<file path="config.mk">
export PLATFORM = sky130hd
export DESIGN_NAME = lsp_header_deframer
export DESIGN_NICKNAME = d
export VERILOG_FILES = /design/src/rtl/lhd_pkg.sv /design/src/rtl/lhd_front.sv /design/src/rtl/lhd_queue.sv /design/src/rtl/lhd_back.sv /design/src/rtl/lsp_header_deframer.sv
export SDC_FILE = /design/constraint.sdc
export NUM_CORES = 1
export LEC_CHECK = 0
export BUFFER_PORTS_ARGS = -buffer_cell sky130_fd_sc_hd__buf_2
export CAP_MARGIN = 20
export CORE_ASPECT_RATIO = 1.2
export CORE_MARGIN = 4
export CORE_UTILIZATION = 30
export DETAILED_ROUTE_END_ITERATION = 10
export PLACE_DENSITY = 0.48
export SLEW_MARGIN = 20
export SYNTH_ARGS = -nofsm -noshare
export SYNTH_HDL_FRONTEND = slang
export SYNTH_SLANG_ARGS = --single-unit
export TNS_END_PERCENT = 1
</file>
<file path="constraint.sdc">
create_clock -name clk -period 9.72 [get_ports clk]
set_input_delay 0.486 -clock clk [delete_from_list [all_inputs] [get_ports clk]]
set_output_delay 0.486 -clock clk [all_outputs]
set_load 0.02 [all_outputs]
</file>
<file path="src/rtl/lhd_pkg.sv">
// Shared types, constants and character tables for the header deframer.
// Used by lhd_front, lhd_queue, lhd_back and lsp_header_deframer; no dependencies.
package lhd_pkg;

  localparam int LENGTH_BITS = 32;
  localparam int ACC_W       = LENGTH_BITS + 4;
  localparam int CFG_W       = 32;
  localparam int CMP_W       = (LENGTH_BITS > CFG_W) ? LENGTH_BITS : CFG_W;

  localparam logic [LENGTH_BITS-1:0] LEN_MASK = '1;

  localparam int Q_DEPTH = 2;
  localparam int Q_PTR_W = (Q_DEPTH > 1) ? $clog2(Q_DEPTH) : 1;
  localparam int Q_CNT_W = $clog2(Q_DEPTH + 1);

  localparam logic KIND_PAYLOAD = 1'b0;
  localparam logic KIND_ERROR   = 1'b1;

  localparam logic [1:0] ERR_SEPARATOR = 2'd0;
  localparam logic [1:0] ERR_LENGTH    = 2'd1;
  localparam logic [1:0] ERR_KEY       = 2'd2;
  localparam logic [1:0] ERR_HEADER    = 2'd3;

  localparam logic [7:0] CHAR_CR    = 8'h0D;
  localparam logic [7:0] CHAR_LF    = 8'h0A;
  localparam logic [7:0] CHAR_COLON = 8'h3A;
  localparam logic [7:0] CHAR_SPACE = 8'h20;
  localparam logic [7:0] CHAR_ZERO  = 8'h30;
  localparam logic [7:0] CHAR_NINE  = 8'h39;

  localparam int KEY_LEN_SIZE  = 14;
  localparam int KEY_TYPE_SIZE = 12;
  localparam int TYPE_SIZE     = 41;

  localparam logic [8*KEY_LEN_SIZE-1:0]  KEY_LEN_TEXT  = "Content-Length";
  localparam logic [8*KEY_TYPE_SIZE-1:0] KEY_TYPE_TEXT = "Content-Type";
  localparam logic [8*TYPE_SIZE-1:0]     TYPE_TEXT     =
    {"application/vs", "code-jsonrpc; charset=utf-8"};

  typedef struct packed {
    logic       kind;
    logic [7:0] payload_byte;
    logic       last;
    logic [1:0] error_code;
  } res_t;

  typedef struct packed {
    logic push;
    res_t res;
  } q_wr_t;

  typedef struct packed {
    logic valid;
    res_t res;
  } q_rd_t;

  function automatic logic key_len_ok(input logic [3:0] p, input logic [7:0] c);
    int   idx;
    logic ok;
    ok = 1'b0;
    if (int'(p) < KEY_LEN_SIZE) begin
      idx = KEY_LEN_SIZE - 1 - int'(p);
      ok  = (c == KEY_LEN_TEXT[8*idx +: 8]);
    end
    return ok;
  endfunction

  function automatic logic key_type_ok(input logic [3:0] p, input logic [7:0] c);
    int   idx;
    logic ok;
    ok = 1'b0;
    if (int'(p) < KEY_TYPE_SIZE) begin
      idx = KEY_TYPE_SIZE - 1 - int'(p);
      ok  = (c == KEY_TYPE_TEXT[8*idx +: 8]);
    end
    return ok;
  endfunction

  function automatic logic type_ok(input logic [5:0] p, input logic [7:0] c);
    int   idx;
    logic ok;
    ok = 1'b0;
    if (int'(p) < TYPE_SIZE) begin
      idx = TYPE_SIZE - 1 - int'(p);
      ok  = (c == TYPE_TEXT[8*idx +: 8]);
    end
    return ok;
  endfunction

  function automatic logic [LENGTH_BITS-1:0] lim_of(input logic [CFG_W-1:0] cfg);
    logic [CMP_W-1:0]       e;
    logic [LENGTH_BITS-1:0] r;
    e = CMP_W'(cfg);
    if (e > CMP_W'(LEN_MASK)) begin
      r = LEN_MASK;
    end else begin
      r = e[LENGTH_BITS-1:0];
    end
    return r;
  endfunction

endpackage

</file>
<file path="src/rtl/lhd_front.sv">
// Front end: takes stream bytes, parses header lines and counts payload bytes.
// Pushes result words into lhd_queue; depends on lhd_pkg.
module lhd_front (
  input  logic                      clk,
  input  logic                      rst_n,
  input  logic                      in_valid,
  input  logic [7:0]                in_data_byte,
  input  logic                      q_full,
  input  logic                      cfg_wr,
  input  logic [lhd_pkg::CFG_W-1:0] cfg_data,
  output lhd_pkg::q_wr_t            q_wr
);

  localparam logic [1:0] PH_KEY     = 2'd0;
  localparam logic [1:0] PH_VALUE   = 2'd1;
  localparam logic [1:0] PH_PAYLOAD = 2'd2;

  localparam logic [1:0] LK_NONE = 2'd0;
  localparam logic [1:0] LK_LEN  = 2'd1;
  localparam logic [1:0] LK_TYPE = 2'd2;

  typedef struct packed {
    logic [1:0]                      phase;
    logic                            line_empty;
    logic                            colon_pending;
    logic [3:0]                      key_pos;
    logic [1:0]                      key_match;
    logic [1:0]                      line_key;
    logic [lhd_pkg::LENGTH_BITS-1:0] acc;
    logic                            digit_seen;
    logic                            bad;
    logic [5:0]                      type_pos;
    logic                            type_match;
  } hdr_t;

  function automatic hdr_t clear_line(input hdr_t s);
    hdr_t r;
    r = s;
    r.phase         = PH_KEY;
    r.line_empty    = 1'b1;
    r.colon_pending = 1'b0;
    r.key_pos       = '0;
    r.key_match     = 2'b11;
    r.line_key      = LK_NONE;
    return r;
  endfunction

  function automatic hdr_t hdr_init();
    hdr_t r;
    r            = '0;
    r            = clear_line(r);
    r.type_match = 1'b1;
    return r;
  endfunction

  function automatic hdr_t key_char(input hdr_t s, input logic [7:0] c);
    hdr_t r;
    r = s;
    if (!lhd_pkg::key_len_ok(s.key_pos, c)) begin
      r.key_match[0] = 1'b0;
    end
    if (!lhd_pkg::key_type_ok(s.key_pos, c)) begin
      r.key_match[1] = 1'b0;
    end
    if (s.key_pos != '1) begin
      r.key_pos = s.key_pos + 4'd1;
    end
    return r;
  endfunction

  function automatic hdr_t start_value(input hdr_t s);
    hdr_t r;
    r = s;
    if (s.key_match[0] && s.key_pos == 4'(lhd_pkg::KEY_LEN_SIZE)) begin
      r.line_key = LK_LEN;
    end else if (s.key_match[1] && s.key_pos == 4'(lhd_pkg::KEY_TYPE_SIZE)) begin
      r.line_key = LK_TYPE;
    end else begin
      r.line_key = LK_NONE;
    end
    r.phase      = PH_VALUE;
    r.acc        = '0;
    r.digit_seen = 1'b0;
    r.bad        = 1'b0;
    r.type_pos   = '0;
    r.type_match = 1'b1;
    return r;
  endfunction

  function automatic hdr_t value_char(input hdr_t s, input logic [7:0] c,
                                      input logic [lhd_pkg::LENGTH_BITS-1:0] lim);
    hdr_t                      r;
    logic [lhd_pkg::ACC_W-1:0] a;
    logic [lhd_pkg::ACC_W-1:0] v;
    r = s;
    a = lhd_pkg::ACC_W'(s.acc);
    v = (a << 3) + (a << 1) + lhd_pkg::ACC_W'(c[3:0]);
    if (s.line_key == LK_LEN) begin
      if (c >= lhd_pkg::CHAR_ZERO && c <= lhd_pkg::CHAR_NINE) begin
        if (v > lhd_pkg::ACC_W'(lim)) begin
          r.bad = 1'b1;
        end else begin
          r.acc = v[lhd_pkg::LENGTH_BITS-1:0];
        end
        r.digit_seen = 1'b1;
      end else begin
        r.bad = 1'b1;
      end
    end else if (s.line_key == LK_TYPE) begin
      if (!lhd_pkg::type_ok(s.type_pos, c)) begin
        r.type_match = 1'b0;
      end
      if (s.type_pos != '1) begin
        r.type_pos = s.type_pos + 6'd1;
      end
    end
    return r;
  endfunction

  function automatic hdr_t line_byte(input hdr_t s, input logic [7:0] c,
                                     input logic [lhd_pkg::LENGTH_BITS-1:0] lim);
    hdr_t r;
    r = s;
    r.line_empty = 1'b0;
    if (s.phase == PH_KEY) begin
      if (s.colon_pending) begin
        r.colon_pending = 1'b0;
        if (c == lhd_pkg::CHAR_SPACE) begin
          return start_value(r);
        end
        r = key_char(r, lhd_pkg::CHAR_COLON);
      end
      if (c == lhd_pkg::CHAR_COLON) begin
        r.colon_pending = 1'b1;
      end else begin
        r = key_char(r, c);
      end
    end else begin
      r = value_char(r, c, lim);
    end
    return r;
  endfunction

  hdr_t                            hdr_r, hdr_nxt, hdr_mid;
  logic                            cr_r, cr_nxt;
  logic [lhd_pkg::LENGTH_BITS-1:0] decl_len_r, decl_len_nxt;
  logic                            decl_ok_r, decl_ok_nxt;
  logic [lhd_pkg::LENGTH_BITS-1:0] rem_r, rem_nxt;
  logic [lhd_pkg::LENGTH_BITS-1:0] lim_r, lim_nxt;
  logic                            accept;
  logic                            eol;
  logic                            last;
  logic                            err;
  logic [1:0]                      err_code;

  assign accept = in_valid && !q_full;

  always_comb begin
    lim_nxt = cfg_wr ? lhd_pkg::lim_of(cfg_data) : lim_r;
  end

  always_comb begin
    hdr_nxt      = hdr_r;
    cr_nxt       = cr_r;
    decl_len_nxt = decl_len_r;
    decl_ok_nxt  = decl_ok_r;
    rem_nxt      = rem_r;
    hdr_mid      = hdr_r;
    eol          = 1'b0;
    last         = 1'b0;
    err          = 1'b0;
    err_code     = lhd_pkg::ERR_SEPARATOR;
    q_wr         = '0;
    if (accept) begin
      if (hdr_r.phase == PH_PAYLOAD) begin
        last                  = (rem_r <= lhd_pkg::LENGTH_BITS'(1));
        q_wr.push             = 1'b1;
        q_wr.res.kind         = lhd_pkg::KIND_PAYLOAD;
        q_wr.res.payload_byte = in_data_byte;
        q_wr.res.last         = last;
        q_wr.res.error_code   = lhd_pkg::ERR_SEPARATOR;
        if (last) begin
          rem_nxt = '0;
          hdr_nxt = clear_line(hdr_r);
        end else begin
          rem_nxt = rem_r - lhd_pkg::LENGTH_BITS'(1);
        end
      end else begin
        if (cr_r) begin
          cr_nxt = 1'b0;
          if (in_data_byte == lhd_pkg::CHAR_LF) begin
            eol = 1'b1;
          end else begin
            hdr_mid = line_byte(hdr_mid, lhd_pkg::CHAR_CR, lim_r);
          end
        end
        if (!eol) begin
          if (in_data_byte == lhd_pkg::CHAR_CR) begin
            cr_nxt = 1'b1;
          end else begin
            hdr_mid = line_byte(hdr_mid, in_data_byte, lim_r);
          end
          hdr_nxt = hdr_mid;
        end else begin
          if (hdr_r.line_empty) begin
            if (decl_len_r == '0 || !decl_ok_r) begin
              err      = 1'b1;
              err_code = lhd_pkg::ERR_HEADER;
            end else begin
              rem_nxt       = decl_len_r;
              decl_len_nxt  = '0;
              decl_ok_nxt   = 1'b1;
              hdr_nxt       = clear_line(hdr_r);
              hdr_nxt.phase = PH_PAYLOAD;
            end
          end else if (hdr_r.phase == PH_KEY) begin
            err      = 1'b1;
            err_code = lhd_pkg::ERR_SEPARATOR;
          end else if (hdr_r.line_key == LK_NONE) begin
            err      = 1'b1;
            err_code = lhd_pkg::ERR_KEY;
          end else if (hdr_r.line_key == LK_LEN) begin
            if (!hdr_r.digit_seen || hdr_r.bad) begin
              err      = 1'b1;
              err_code = lhd_pkg::ERR_LENGTH;
            end else begin
              decl_len_nxt = hdr_r.acc;
              hdr_nxt      = clear_line(hdr_r);
            end
          end else begin
            decl_ok_nxt = hdr_r.type_match &&
                          (hdr_r.type_pos == 6'(lhd_pkg::TYPE_SIZE));
            hdr_nxt     = clear_line(hdr_r);
          end
          if (err) begin
            q_wr.push             = 1'b1;
            q_wr.res.kind         = lhd_pkg::KIND_ERROR;
            q_wr.res.payload_byte = '0;
            q_wr.res.last         = 1'b0;
            q_wr.res.error_code   = err_code;
            hdr_nxt               = clear_line(hdr_r);
            decl_len_nxt          = '0;
            decl_ok_nxt           = 1'b1;
          end
        end
      end
    end
  end

  always_ff @(posedge clk) begin
    if (!rst_n) begin
      hdr_r      <= hdr_init();
      cr_r       <= 1'b0;
      decl_len_r <= '0;
      decl_ok_r  <= 1'b1;
      rem_r      <= '0;
      lim_r      <= lhd_pkg::lim_of('1);
    end else begin
      hdr_r      <= hdr_nxt;
      cr_r       <= cr_nxt;
      decl_len_r <= decl_len_nxt;
      decl_ok_r  <= decl_ok_nxt;
      rem_r      <= rem_nxt;
      lim_r      <= lim_nxt;
    end
  end

endmodule

</file>
<file path="src/rtl/lhd_queue.sv">
// Short result queue between the parsing front end and the output stage.
// Register-based FIFO of lhd_pkg::res_t words; depends on lhd_pkg.
module lhd_queue (
  input  logic           clk,
  input  logic           rst_n,
  input  lhd_pkg::q_wr_t q_wr,
  input  logic           pop,
  output logic           full,
  output lhd_pkg::q_rd_t q_rd
);

  lhd_pkg::res_t              q_r [lhd_pkg::Q_DEPTH];
  logic [lhd_pkg::Q_PTR_W-1:0] wp_r, wp_nxt;
  logic [lhd_pkg::Q_PTR_W-1:0] rp_r, rp_nxt;
  logic [lhd_pkg::Q_CNT_W-1:0] cnt_r, cnt_nxt;

  assign full       = (cnt_r == lhd_pkg::Q_CNT_W'(lhd_pkg::Q_DEPTH));
  assign q_rd.valid = (cnt_r != '0);
  assign q_rd.res   = q_r[rp_r];

  always_comb begin
    wp_nxt  = wp_r;
    rp_nxt  = rp_r;
    cnt_nxt = cnt_r;
    if (q_wr.push) begin
      wp_nxt = (wp_r == lhd_pkg::Q_PTR_W'(lhd_pkg::Q_DEPTH - 1)) ? '0 :
               wp_r + lhd_pkg::Q_PTR_W'(1);
    end
    if (pop) begin
      rp_nxt = (rp_r == lhd_pkg::Q_PTR_W'(lhd_pkg::Q_DEPTH - 1)) ? '0 :
               rp_r + lhd_pkg::Q_PTR_W'(1);
    end
    case ({q_wr.push, pop})
      2'b10:   cnt_nxt = cnt_r + lhd_pkg::Q_CNT_W'(1);
      2'b01:   cnt_nxt = cnt_r - lhd_pkg::Q_CNT_W'(1);
      default: cnt_nxt = cnt_r;
    endcase
  end

  always_ff @(posedge clk) begin
    if (q_wr.push) begin
      q_r[wp_r] <= q_wr.res;
    end
  end

  always_ff @(posedge clk) begin
    if (!rst_n) begin
      wp_r  <= '0;
      rp_r  <= '0;
      cnt_r <= '0;
    end else begin
      wp_r  <= wp_nxt;
      rp_r  <= rp_nxt;
      cnt_r <= cnt_nxt;
    end
  end

endmodule

</file>
<file path="src/rtl/lhd_back.sv">
// Output stage: pulls result words from lhd_queue into the output register.
// Drives the result channel; depends on lhd_pkg.
module lhd_back (
  input  logic           clk,
  input  logic           rst_n,
  input  lhd_pkg::q_rd_t q_rd,
  output logic           pop,
  input  logic           out_stall,
  output logic           out_valid,
  output logic           out_result_kind,
  output logic [7:0]     out_payload_byte,
  output logic           out_last_of_message,
  output logic [1:0]     out_error_code
);

  logic          out_valid_r, out_valid_nxt;
  lhd_pkg::res_t res_r;
  logic          take;

  assign take          = !out_valid_r || !out_stall;
  assign pop           = take && q_rd.valid;
  assign out_valid_nxt = take ? q_rd.valid : out_valid_r;

  always_ff @(posedge clk) begin
    if (pop) begin
      res_r <= q_rd.res;
    end
  end

  always_ff @(posedge clk) begin
    if (!rst_n) begin
      out_valid_r <= 1'b0;
    end else begin
      out_valid_r <= out_valid_nxt;
    end
  end

  assign out_valid           = out_valid_r;
  assign out_result_kind     = res_r.kind;
  assign out_payload_byte    = res_r.payload_byte;
  assign out_last_of_message = res_r.last;
  assign out_error_code      = res_r.error_code;

endmodule

</file>
<file path="src/rtl/lsp_header_deframer.sv">
// Top level of the Content-Length header deframer.
// Instantiates lhd_front, lhd_queue and lhd_back; depends on lhd_pkg.
//
// The block takes one stream byte per cycle while in_stall is low and returns
// at most one word per byte: a payload byte (with a last-of-message flag) or a
// framing error report. The front end parses every byte as it is taken, so
// in_stall rises only when the two-word result queue is full, which happens
// only after out_stall has held the output register. A result passes through
// the queue and then the output register. Header bytes that cause no result
// produce no word. The maximum length register may be written at any time
// through cfg_valid/cfg_ready but takes effect on the next byte and should be
// changed only between messages.
module lsp_header_deframer (
  input  logic        clk,
  input  logic        rst_n,
  input  logic        in_valid,
  output logic        in_stall,
  input  logic [7:0]  in_data_byte,
  output logic        out_valid,
  input  logic        out_stall,
  output logic        out_result_kind,
  output logic [7:0]  out_payload_byte,
  output logic        out_last_of_message,
  output logic [1:0]  out_error_code,
  input  logic        cfg_valid,
  output logic        cfg_ready,
  input  logic [31:0] cfg_max_content_length
);

  lhd_pkg::q_wr_t q_wr;
  lhd_pkg::q_rd_t q_rd;
  logic           q_full;
  logic           pop;

  assign cfg_ready = 1'b1;
  assign in_stall  = q_full;

  lhd_front u_front (
    .clk          (clk),
    .rst_n        (rst_n),
    .in_valid     (in_valid),
    .in_data_byte (in_data_byte),
    .q_full       (q_full),
    .cfg_wr       (cfg_valid && cfg_ready),
    .cfg_data     (cfg_max_content_length),
    .q_wr         (q_wr)
  );

  lhd_queue u_queue (
    .clk   (clk),
    .rst_n (rst_n),
    .q_wr  (q_wr),
    .pop   (pop),
    .full  (q_full),
    .q_rd  (q_rd)
  );

  lhd_back u_back (
    .clk                 (clk),
    .rst_n               (rst_n),
    .q_rd                (q_rd),
    .pop                 (pop),
    .out_stall           (out_stall),
    .out_valid           (out_valid),
    .out_result_kind     (out_result_kind),
    .out_payload_byte    (out_payload_byte),
    .out_last_of_message (out_last_of_message),
    .out_error_code      (out_error_code)
  );

endmodule
</file>
==> flow_summary.toml, run 1 <==
[outcome]
status = "finished clean"

[critical_path]
startpoint_type = "register"
crit_fanout = 20
r2r_slack_ns = 3.05
reg2reg_to = "u_front.hdr_r[43]$_SDFFE_PN1P_"
path_class = "reg2reg"
worstSetupEndpointType = "register"
r2r_start = "u_front.hdr_r[45]$_SDFFE_PN0P_"
rr_worst_depth = 24
crit_arrival_ns = 7.04
critPathRequiredTime_ns = 10.09

[finish]
multi_input_area_sq_um = 9200
seq_area_sq_um = 4200
area_growth_pct = 9.89
drive_above_1_share_pct = 9.51
layout.nets = 1897
nFillCells = 4971
antennaDiodeCount = 0
fin_util_pct = 33.6

[clocking]
htreeDepth = 4
cts_tree = "done"
cts-root-buf = "clkbuf_16"
clkTransAtPathRegs_ns = 0.07
worst_skew_pair.late_latency_ns = 0.45
cts_sinks = 192
cts_setup_buffers = 0
postCtsHoldBufs = 0
post_cts_resized = 0
clockBufferDepth = 2
numCtsBuffers = 17

[timing]
maxSlewViolCount = 0
finClkSkew_ns = 0.0155
fmax_ghz = 0.150
fin_crit_ns = 6.67
period_share_pct = 68.6
hold_violations = 0
worst_pin_slew_ns = 1.07
setup-tns-final_ns = 0
slew-limit-headroom_pct = 28.6
finalSetupViolCount = 0
grt_setup_unrepaired = "no"

[logic_synthesis]
ys_warn_count = 0
synth-simple-area-share_pct = 22.3
synthArstFlopShare_pct = 0
synth_mux_area_share_pct = 2.76
syn-num-nets = 1917
synth_fa_ha_area_share_pct = 10.8
synth_top_family_by_area = "compound AO/OA/AOI/OAI gates"
synth_edf_count = 36
synth-seq-cells = 192
synth_ff_type = "dfxtp_1"
syn-instance-count = 1752
syn_area_sq_um = 14100
synth_compound_area_share_pct = 24.2
synth_xor_area_share_pct = 4.85
ys_seq_area_share_pct = 29.8
avgSynthCellArea_sq_um = 8.07
synth_cell_type_count = 97

[placement]
portBuffers = 58
dp_hpwl_um = 30800
gp_congestion = 0.858

[grt]
grt_usage_pct = 16.2
grt.overflow.total = 0
grt_max_degree = 96
grt_antenna_before_repair = 0
grt_pass1_vias = 12500
grt_pass1_wl_um = 67200

[flow_run]
maxCapViolCount = 0

[hold_path]
min_to = "u_front.lim_r[23]$_SDFFE_PN1P_"
min_path_type = "in2reg"
holdCritStartpoint = "cfg_max_content_length[23]"
whs_path_depth = 3

[routing]
wirelength_um = 41900
wl_per_cell_um = 17.8
drc = 0
first_pass_iters = 4
num_vias = 12800
detail-route-antenna-nets = 0
drt_iter0_markers = 747
avgViaCountPerCell = 5.41

[floorplan]
num_rows = 86
initial_core_util_pct = 30.5
core_area_sq_um = 46300
fp.dieH_um = 246
num_io_pins = 60
die_area_sq_um = 50700
die_w_um = 206

[pwr]
power_leakage_nw = 6.14
power.density_nw_per_um2 = 114
peakVddDrop_mv = 0.125
power_w = 0.00177
## cells in the final DEF, fill, tap and decap left out, types with 8 or more instances in the layout
cell type	n
xor2_1	16
nand2b_1	13
buf_2	57
a21oi_1	109
a31oi_1	16
o21ai_0	108
nand2_1	198
or2_2	9
nor3b_1	8
dfxtp_1	156
ha_1	118
or3_1	18
a21boi_0	42
o211ai_1	46
a22oi_1	22
or4_1	8
mux2i_1	16
edfxtp_1	36
nor4_1	24
a211oi_1	12
nor3_1	43
buf_4	18
inv_1	72
nand4_1	21
nand3_1	102
and3_1	12
o21a_1	16
clkbuf_16	18
and2_1	22
mux2_2	18
nor2b_1	43
xnor2_1	52
nor2_1	90
a21o_1	22
## final cells by class
cell class,count,share of cell area (%)
tap,616,4.96
inverter,74,1.79
timing repair buffer,76,2.88
multi-input combinational,1371,59.2
clock buffer,19,2.99
clock inverter,13,1.06
sequential,192,27.1
## sequential cells by signal, indices dropped and copies added (netlist names)
register	count
u_back.out_error_code	2
u_back.out_last_of_message	1
u_back.out_payload_byte	8
u_back.out_result_kind	1
u_back.out_valid	1
u_front.cr_r	1
u_front.decl_len_r	32
u_front.decl_ok_r	1
u_front.hdr_r	53
u_front.lim_r	32
u_front.rem_r	32
u_queue.cnt_r	2
u_queue.q_r	24
u_queue.rp_r	1
u_queue.wp_r	1
## power by group
| part | internal [W] | switching [W] |
|---|---|---|
| Sequential | 0.000830 | 0.0000153 |
| Combinational | 0.0000667 | 0.000110 |
| Clock | 0.000412 | 0.000341 |
| Total | 0.00131 | 0.000466 |
## kinds of logic after synthesis
kind of cell	count (synthesis)
compound gates	507
xor+xnor	72
fa+ha+maj	121
buf+inv	189
flops	192
mux	36
other cells	1
simple gates	634
## critical path, stage by stage, from the launching register on
cell      delay [ns]
dfxtp_1         0.43
ha_1            0.27
a21boi_1        0.46
mux2_2          0.43
ha_1            0.22
a21boi_0        0.24
mux2i_1         0.11
o21ai_0         0.14
and2_1          0.19
xnor2_1         0.21
inv_1           0.14
ha_1            0.26
nand2_1         0.07
o311ai_1        0.19
mux2i_1         0.21
o21a_1          0.57
inv_2           0.32
ha_1            0.33
xor3_1          0.49
nand2b_1        0.12
a21oi_1         0.06
or3_1           0.34
mux2i_1         0.13
or4_1           0.54
o21ai_1         0.13
## Yosys cell counts (all sizes together), types with 8 or more instances
cell	n	area [sq um]
or3	18	113
nor2b	43	269
o211ai	46	345
nor3b	8	60.1
xnor2	54	499
dfxtp	156	3120
mux2i	18	188
a21boi	43	323
a2111oi	10	119
nand2b	13	81.3
mux2	18	203
o21ai	113	573
and2	22	138
nand2	198	743
a31oi	16	100
nor4	25	163
a21o	22	165
nand4	21	131
edfxtp	36	1080
a22oi	22	165
a211oi	13	103
ha	118	1480
inv	74	278
buf	22	130
nor2	93	357
nand3	102	510
clkbuf	93	349
o21a	17	129
or4	8	60.1
and3	12	75.1
a21oi	112	564
nor3	45	236
or2	11	68.8
xor2	16	140
## through the flow
stage	instance area [sq um]	hold slack, ns	setup slack (ns)	std cells
after floorplan	14100	0.446	4.07	1752
after global placement	14900	0.466	2.61	2328
after detailed placement	14900	0.476	2.76	2329
after CTS	15500	0.230	3.04	2361
after global routing	15500	0.238	2.55	2361
final	15500	0.256	3.05	2361
## layer usage
layer	wire length (um)	up-vias	track usage [%]
met3	1250	56	2.07
met1	18200	6083	19.8
met4	1200	0	5.76
met5	0	-	0
li1	-	6377	-
met2	21300	258	29.1
## how the worst max path moves through the flow
| stage | startpoint | end | cells past startpoint |
|---|---|---|---|
| 2_1_floorplan | u_front.hdr_r[45]$_SDFFE_PN0P_ | u_front.hdr_r[43]$_SDFFE_PN1P_ | 26 |
| 3_3_place_gp | in_data_byte[3] | u_front.hdr_r[12]$_SDFFE_PN0P_ | 25 |
| 3_5_place_dp | in_data_byte[3] | u_front.hdr_r[12]$_SDFFE_PN0P_ | 25 |
| 4_1_cts | u_front.hdr_r[45]$_SDFFE_PN0P_ | u_front.hdr_r[43]$_SDFFE_PN1P_ | 24 |
| 5_1_grt | u_front.hdr_r[45]$_SDFFE_PN0P_ | u_front.hdr_r[43]$_SDFFE_PN1P_ | 24 |
| 6_report | u_front.hdr_r[45]$_SDFFE_PN0P_ | u_front.hdr_r[43]$_SDFFE_PN1P_ | 24 |
No activity file was read; power rests on OpenSTA's default activity.
==> run 2, diff against run 1 <==
==> constraint.sdc (replaced) <==
create_clock -name clk -period 6.5 [get_ports clk]
set_input_delay 0.325 -clock clk [delete_from_list [all_inputs] [get_ports clk]]
set_output_delay 0.325 -clock clk [all_outputs]
set_load 0.02 [all_outputs]
==> flow_summary.toml, run 2 (synthesis gave the netlist of run 1 again) <==
[timing]
maxSlewViolCount = 0
slew-limit-headroom_pct = 32.5
finalSetupViolCount = 0
period_share_pct = 90.4
hold_violations = 0
finClkSkew_ns = 0.0103
fmax_ghz = 0.170
worst_pin_slew_ns = 1.01
grt_setup_unrepaired = "no"
setup-tns-final_ns = 0
fin_crit_ns = 5.88

[clocking]
cts_tree = "done"
cts-root-buf = "clkbuf_16"
worst_skew_pair.late_latency_ns = 0.46
htreeDepth = 4
clkTransAtPathRegs_ns = 0.08
numCtsBuffers = 17
cts_sinks = 192
clockBufferDepth = 2

[floorplan]
die_w_um = 206
initial_core_util_pct = 30.5
fp.dieH_um = 246
num_rows = 86
die_area_sq_um = 50700
core_area_sq_um = 46300
num_io_pins = 60

[pwr]
power_leakage_nw = 6.24
peakVddDrop_mv = 0.201
power.density_nw_per_um2 = 171

[critical_path]
worstSetupEndpointType = "register"
crit_arrival_ns = 6.27
r2r_start = "u_front.hdr_r[45]$_SDFFE_PN0P_"
r2r_slack_ns = 0.62
reg2reg_to = "u_front.hdr_r[43]$_SDFFE_PN1P_"
critPathRequiredTime_ns = 6.90
rr_worst_depth = 22
startpoint_type = "register"
cp-startpoint = "u_front.hdr_r[45]$_SDFFE_PN0P_"
crit_fanout = 14
path_class = "reg2reg"

[grt]
grt_usage_pct = 16.7
grt_pass1_wl_um = 68600
grt_max_degree = 89
grt_pass1_vias = 12600
grt_antenna_before_repair = 0
grt.overflow.total = 0

[routing]
drc = 0
avgViaCountPerCell = 5.46
drt_iter0_markers = 867
first_pass_iters = 6
wirelength_um = 42600
wl_per_cell_um = 17.9
num_vias = 13000
detail-route-antenna-nets = 0

[placement]
dpl_cell_area_sq_um = 15000
portBuffers = 58
placed_cells = 2347
gp_congestion = 0.873
dp_hpwl_um = 31200

[finish]
layout.cells.most_common = "nand2_1"
fin_area_sq_um = 15700
antennaDiodeCount = 0
drive_above_1_share_pct = 10.5
layout.nets = 1916
fin_util_pct = 33.9
mostFrequentLayoutCells = "nand2_1, dfxtp_1, ha_1, a21oi_1, o21ai_0"
regMostFlops = "u_front.hdr_r"
largest_reg_flops = 53
area_growth_pct = 11.0
stdcell_count = 2380

[hold_path]
min_path_type = "in2reg"
min_to = "u_front.lim_r[13]$_SDFFE_PN1P_"
holdCritStartpoint = "cfg_max_content_length[13]"
whs_path_depth = 3

[outcome]
status = "finished clean"

[flow_run]
maxCapViolCount = 0
[run 2: metal layers]
metal | track usage, % | wire (um) | vias to the layer above
met3 | 2.37 | 1470 | 88
met2 | 29.0 | 21100 | 309
li1 | - | - | 6436
met1 | 20.4 | 18300 | 6157
met5 | 0 | 0 | -
met4 | 7.62 | 1790 | 0
[run 2: worst max-delay path, stage by stage (launching register included)]
cell and delay [ns]:
dfxtp_1 0.43, ha_1 0.27, a21boi_1 0.16, buf_4 0.17, mux2_2 0.37, ha_1 0.23
a21boi_0 0.27, mux2i_1 0.10, o21ai_0 0.13, and2_1 0.18, xnor2_1 0.21, inv_1 0.13
ha_1 0.25, and4b_1 0.26, mux2_2 0.45, inv_1 0.28, ha_1 0.45, a21oi_1 0.33
nor2_1 0.06, or4_1 0.45, nor4_1 0.30, o221ai_1 0.19, o21ai_1 0.14
[run 2: area by class of cell]
type | count | area (sq um)
repair buffers | 95 | 587
clock buffers | 17 | 425
well taps | 616 | 771
clock inverters | 15 | 209
multi-input cells | 1371 | 9210
inverters | 74 | 278
fillers | 4938 | 30600
flip-flops and latches | 192 | 4200
[run 2: stage by stage]
stage	setup WS (ns)	hold WS, ns	power [W]
floorplan	0.854	0.446	0.00147
global placement	0.568	0.462	0.00156
detailed placement	0.330	0.472	0.00156
CTS	0.401	0.0538	0.00273
global route	0.0756	0.0613	0.00281
finish	0.622	0.0777	0.00269
[run 2: report_power, final]
group	switching, W	leakage, nW	internal (W)	total, W
Combinational	0.000164	4.40	0.000104	0.000268
Sequential	0.0000240	1.53	0.00124	0.00126
Clock	0.000559	0.311	0.000597	0.00116
[run 2: worst max path at each step]
stage,end,slack (ns),cells after the start
floorplan,u_front.hdr_r[43]$_SDFFE_PN1P_,0.85,26
global placement,u_front.hdr_r[12]$_SDFFE_PN0P_,0.57,26
detailed placement,u_front.hdr_r[10]$_SDFFE_PN0P_,0.33,27
CTS,u_front.hdr_r[10]$_SDFFE_PN0P_,0.40,26
global route,u_front.hdr_r[10]$_SDFFE_PN0P_,0.08,26
finish,u_front.hdr_r[43]$_SDFFE_PN1P_,0.62,22
[run 2: timing repair]
item	CTS	global route
buffers inserted	0	1
gates resized for setup	0	1
hold buffers	0	0
setup endpoints to repair	0	26
==> run 3, diff against run 2 <==
--- a/config.mk
+++ b/config.mk
@@ -11,7 +11,7 @@
 export CORE_MARGIN = 4
 export CORE_UTILIZATION = 30
 export DETAILED_ROUTE_END_ITERATION = 10
-export PLACE_DENSITY = 0.48
+export PLACE_DENSITY = 0.54
 export SLEW_MARGIN = 20
 export SYNTH_ARGS = -nofsm -noshare
 export SYNTH_HDL_FRONTEND = slang
==> flow_summary.toml, run 3 (synthesis gave the netlist of run 1 again) <==
[outcome]
status = "finished clean"

[finish]
stdcell_count = 2376
layout.nets = 1912
drive_above_1_share_pct = 10.2
fin_area_sq_um = 15600
largest_reg_flops = 53
antennaDiodeCount = 0
area_growth_pct = 10.1
layout.cells.most_common = "nand2_1"
regMostFlops = "u_front.hdr_r"
mostFrequentLayoutCells = "nand2_1, dfxtp_1, ha_1, a21oi_1, o21ai_0"

[placement]
placed_cells = 2343
portBuffers = 58
dpl_cell_area_sq_um = 15000
gp_congestion = 0.888
dp_hpwl_um = 30400

[clocking]
worst_skew_pair.late_latency_ns = 0.45
numCtsBuffers = 17
cts_tree = "done"
post_cts_resized = 0
postCtsHoldBufs = 0
htreeDepth = 4
clkTransAtPathRegs_ns = 0.07
cts_sinks = 192
cts-root-buf = "clkbuf_16"
clockBufferDepth = 2

[timing]
fmax_ghz = 0.163
hold_slack_ns = 0.0964
period_share_pct = 94.3
finClkSkew_ns = 0.0218
worst_pin_slew_ns = 1.08
slew-limit-headroom_pct = 27.6
finalSetupViolCount = 0
setup-tns-final_ns = 0
maxSlewViolCount = 0
fin_crit_ns = 6.13
hold_violations = 0
grt_setup_unrepaired = "no"

[critical_path]
worstSetupEndpointType = "register"
crit_fanout = 15
crit_end = "u_front.hdr_r[12]$_SDFFE_PN0P_"
startpoint_type = "register"
r2r_start = "u_front.hdr_r[9]$_SDFFE_PN0P_"
rr_worst_depth = 24
r2r_slack_ns = 0.37
reg2reg_to = "u_front.hdr_r[12]$_SDFFE_PN0P_"
critPathRequiredTime_ns = 6.84
crit_arrival_ns = 6.47
path_class = "reg2reg"
cp-startpoint = "u_front.hdr_r[9]$_SDFFE_PN0P_"

[floorplan]
core_area_sq_um = 46300
fp.dieH_um = 246
num_rows = 86
num_io_pins = 60
die_area_sq_um = 50700
initial_core_util_pct = 30.5
die_w_um = 206

[pwr]
p_int_w = 0.00185
p_sw_w = 0.000697
power.density_nw_per_um2 = 164
seqPwrFrac_pct = 49.6
switching_share_pct = 27.4
power_leakage_nw = 6.17
power_frac_clock_pct = 40.0
peakVddDrop_mv = 0.214
p_comb_share_pct = 10.4

[grt]
grt_max_degree = 67
grt_pass1_vias = 12400
grt_pass1_wl_um = 65600
grt.overflow.total = 0
grt_usage_pct = 15.9
grt_antenna_before_repair = 0

[routing]
drc = 0
wl_per_cell_um = 17.3
wirelength_um = 41000
avgViaCountPerCell = 5.45
first_pass_iters = 6
detail-route-antenna-nets = 0
drt_iter0_markers = 906
num_vias = 12900

[flow_run]
maxCapViolCount = 0

[hold_path]
min_path_type = "in2reg"
## run 3: layout make-up
| type | instances | area, sq um |
|---|---|---|
| Clock inverter | 13 | 121 |
| Inverter | 74 | 278 |
| Fill cell | 4918 | 30700 |
| Sequential cell | 192 | 4200 |
| Multi-Input combinational cell | 1372 | 9210 |
| Clock buffer | 19 | 433 |
| Timing Repair Buffer | 90 | 546 |
| Tap cell | 616 | 771 |
## run 3: critical path: stages (launching register included)
cell	delay, ns
dfxtp_1	0.36
fa_1	0.54
inv_1	0.07
fa_1	0.46
nand2b_1	0.18
a21oi_1	0.23
o21ai_0	0.19
a21oi_1	0.25
a21o_1	0.14
a21oi_1	0.09
o21bai_1	0.14
a21oi_1	0.09
xnor2_1	0.15
ha_1	0.30
and4_1	0.17
nand3_1	0.12
nor4_1	0.48
o21ai_0	0.17
nor4b_1	0.21
o41ai_1	0.35
a2bb2oi_1	0.13
and4_1	0.35
o21ai_4	0.43
and4b_1	0.25
a31o_2	0.20
## run 3: routing by layer
metal	vias up	GRT usage, %	routed length, um	share of wire [%]
met5	-	0	0	0
met4	0	5.44	1100	2.7
met3	69	2.22	1470	3.6
met2	285	28.0	20600	50
met1	6162	19.7	17900	44
li1	6425	-	-	-
## run 3: power groups by stage
stage | clock (W) | sequential, W | combinational [W]
CTS | 0.00105 | 0.00126 | 0.000268
global placement | 0 | 0.00129 | 0.000261
floorplan | 0 | 0.00129 | 0.000181
finish | 0.00102 | 0.00126 | 0.000265
detailed placement | 0 | 0.00129 | 0.000267
global route | 0.00110 | 0.00127 | 0.000297
## run 3: worst min path at each step
stage / from / endpoint / slack, ns / cells past startpoint
2_1_floorplan: u_front.lim_r[0]$_SDFFE_PN1P_ / u_front.lim_r[0]$_SDFFE_PN1P_ / 0.45 / 2
3_3_place_gp: u_back.out_valid$_SDFFE_PN0P_ / u_back.out_valid$_SDFFE_PN0P_ / 0.47 / 2
3_5_place_dp: u_front.decl_len_r[24]$_SDFFE_PN0P_ / u_front.decl_len_r[24]$_SDFFE_PN0P_ / 0.48 / 2
4_1_cts: cfg_max_content_length[22] / u_front.lim_r[22]$_SDFFE_PN1P_ / 0.07 / 3
5_1_grt: cfg_max_content_length[22] / u_front.lim_r[22]$_SDFFE_PN1P_ / 0.09 / 3
6_report: cfg_max_content_length[22] / u_front.lim_r[22]$_SDFFE_PN1P_ / 0.1 / 3
## run 3: what timing repair did
action	4_1_cts	5_1_grt
buffers inserted	0	0
hold endpoints to repair	0	0
endpoints found under the setup margin	0	18
## run 3: stage by stage
stage | power (W) | utilization [%] | setup WS (ns)
6_report | 0.00255 | 33.6 | 0.373
5_1_grt | 0.00266 | 33.6 | 0.0104
4_1_cts | 0.00258 | 33.6 | 0.270
3_5_place_dp | 0.00156 | 32.4 | 0.145
3_3_place_gp | 0.00155 | 32.4 | 0.484
2_1_floorplan | 0.00147 | - | 0.854
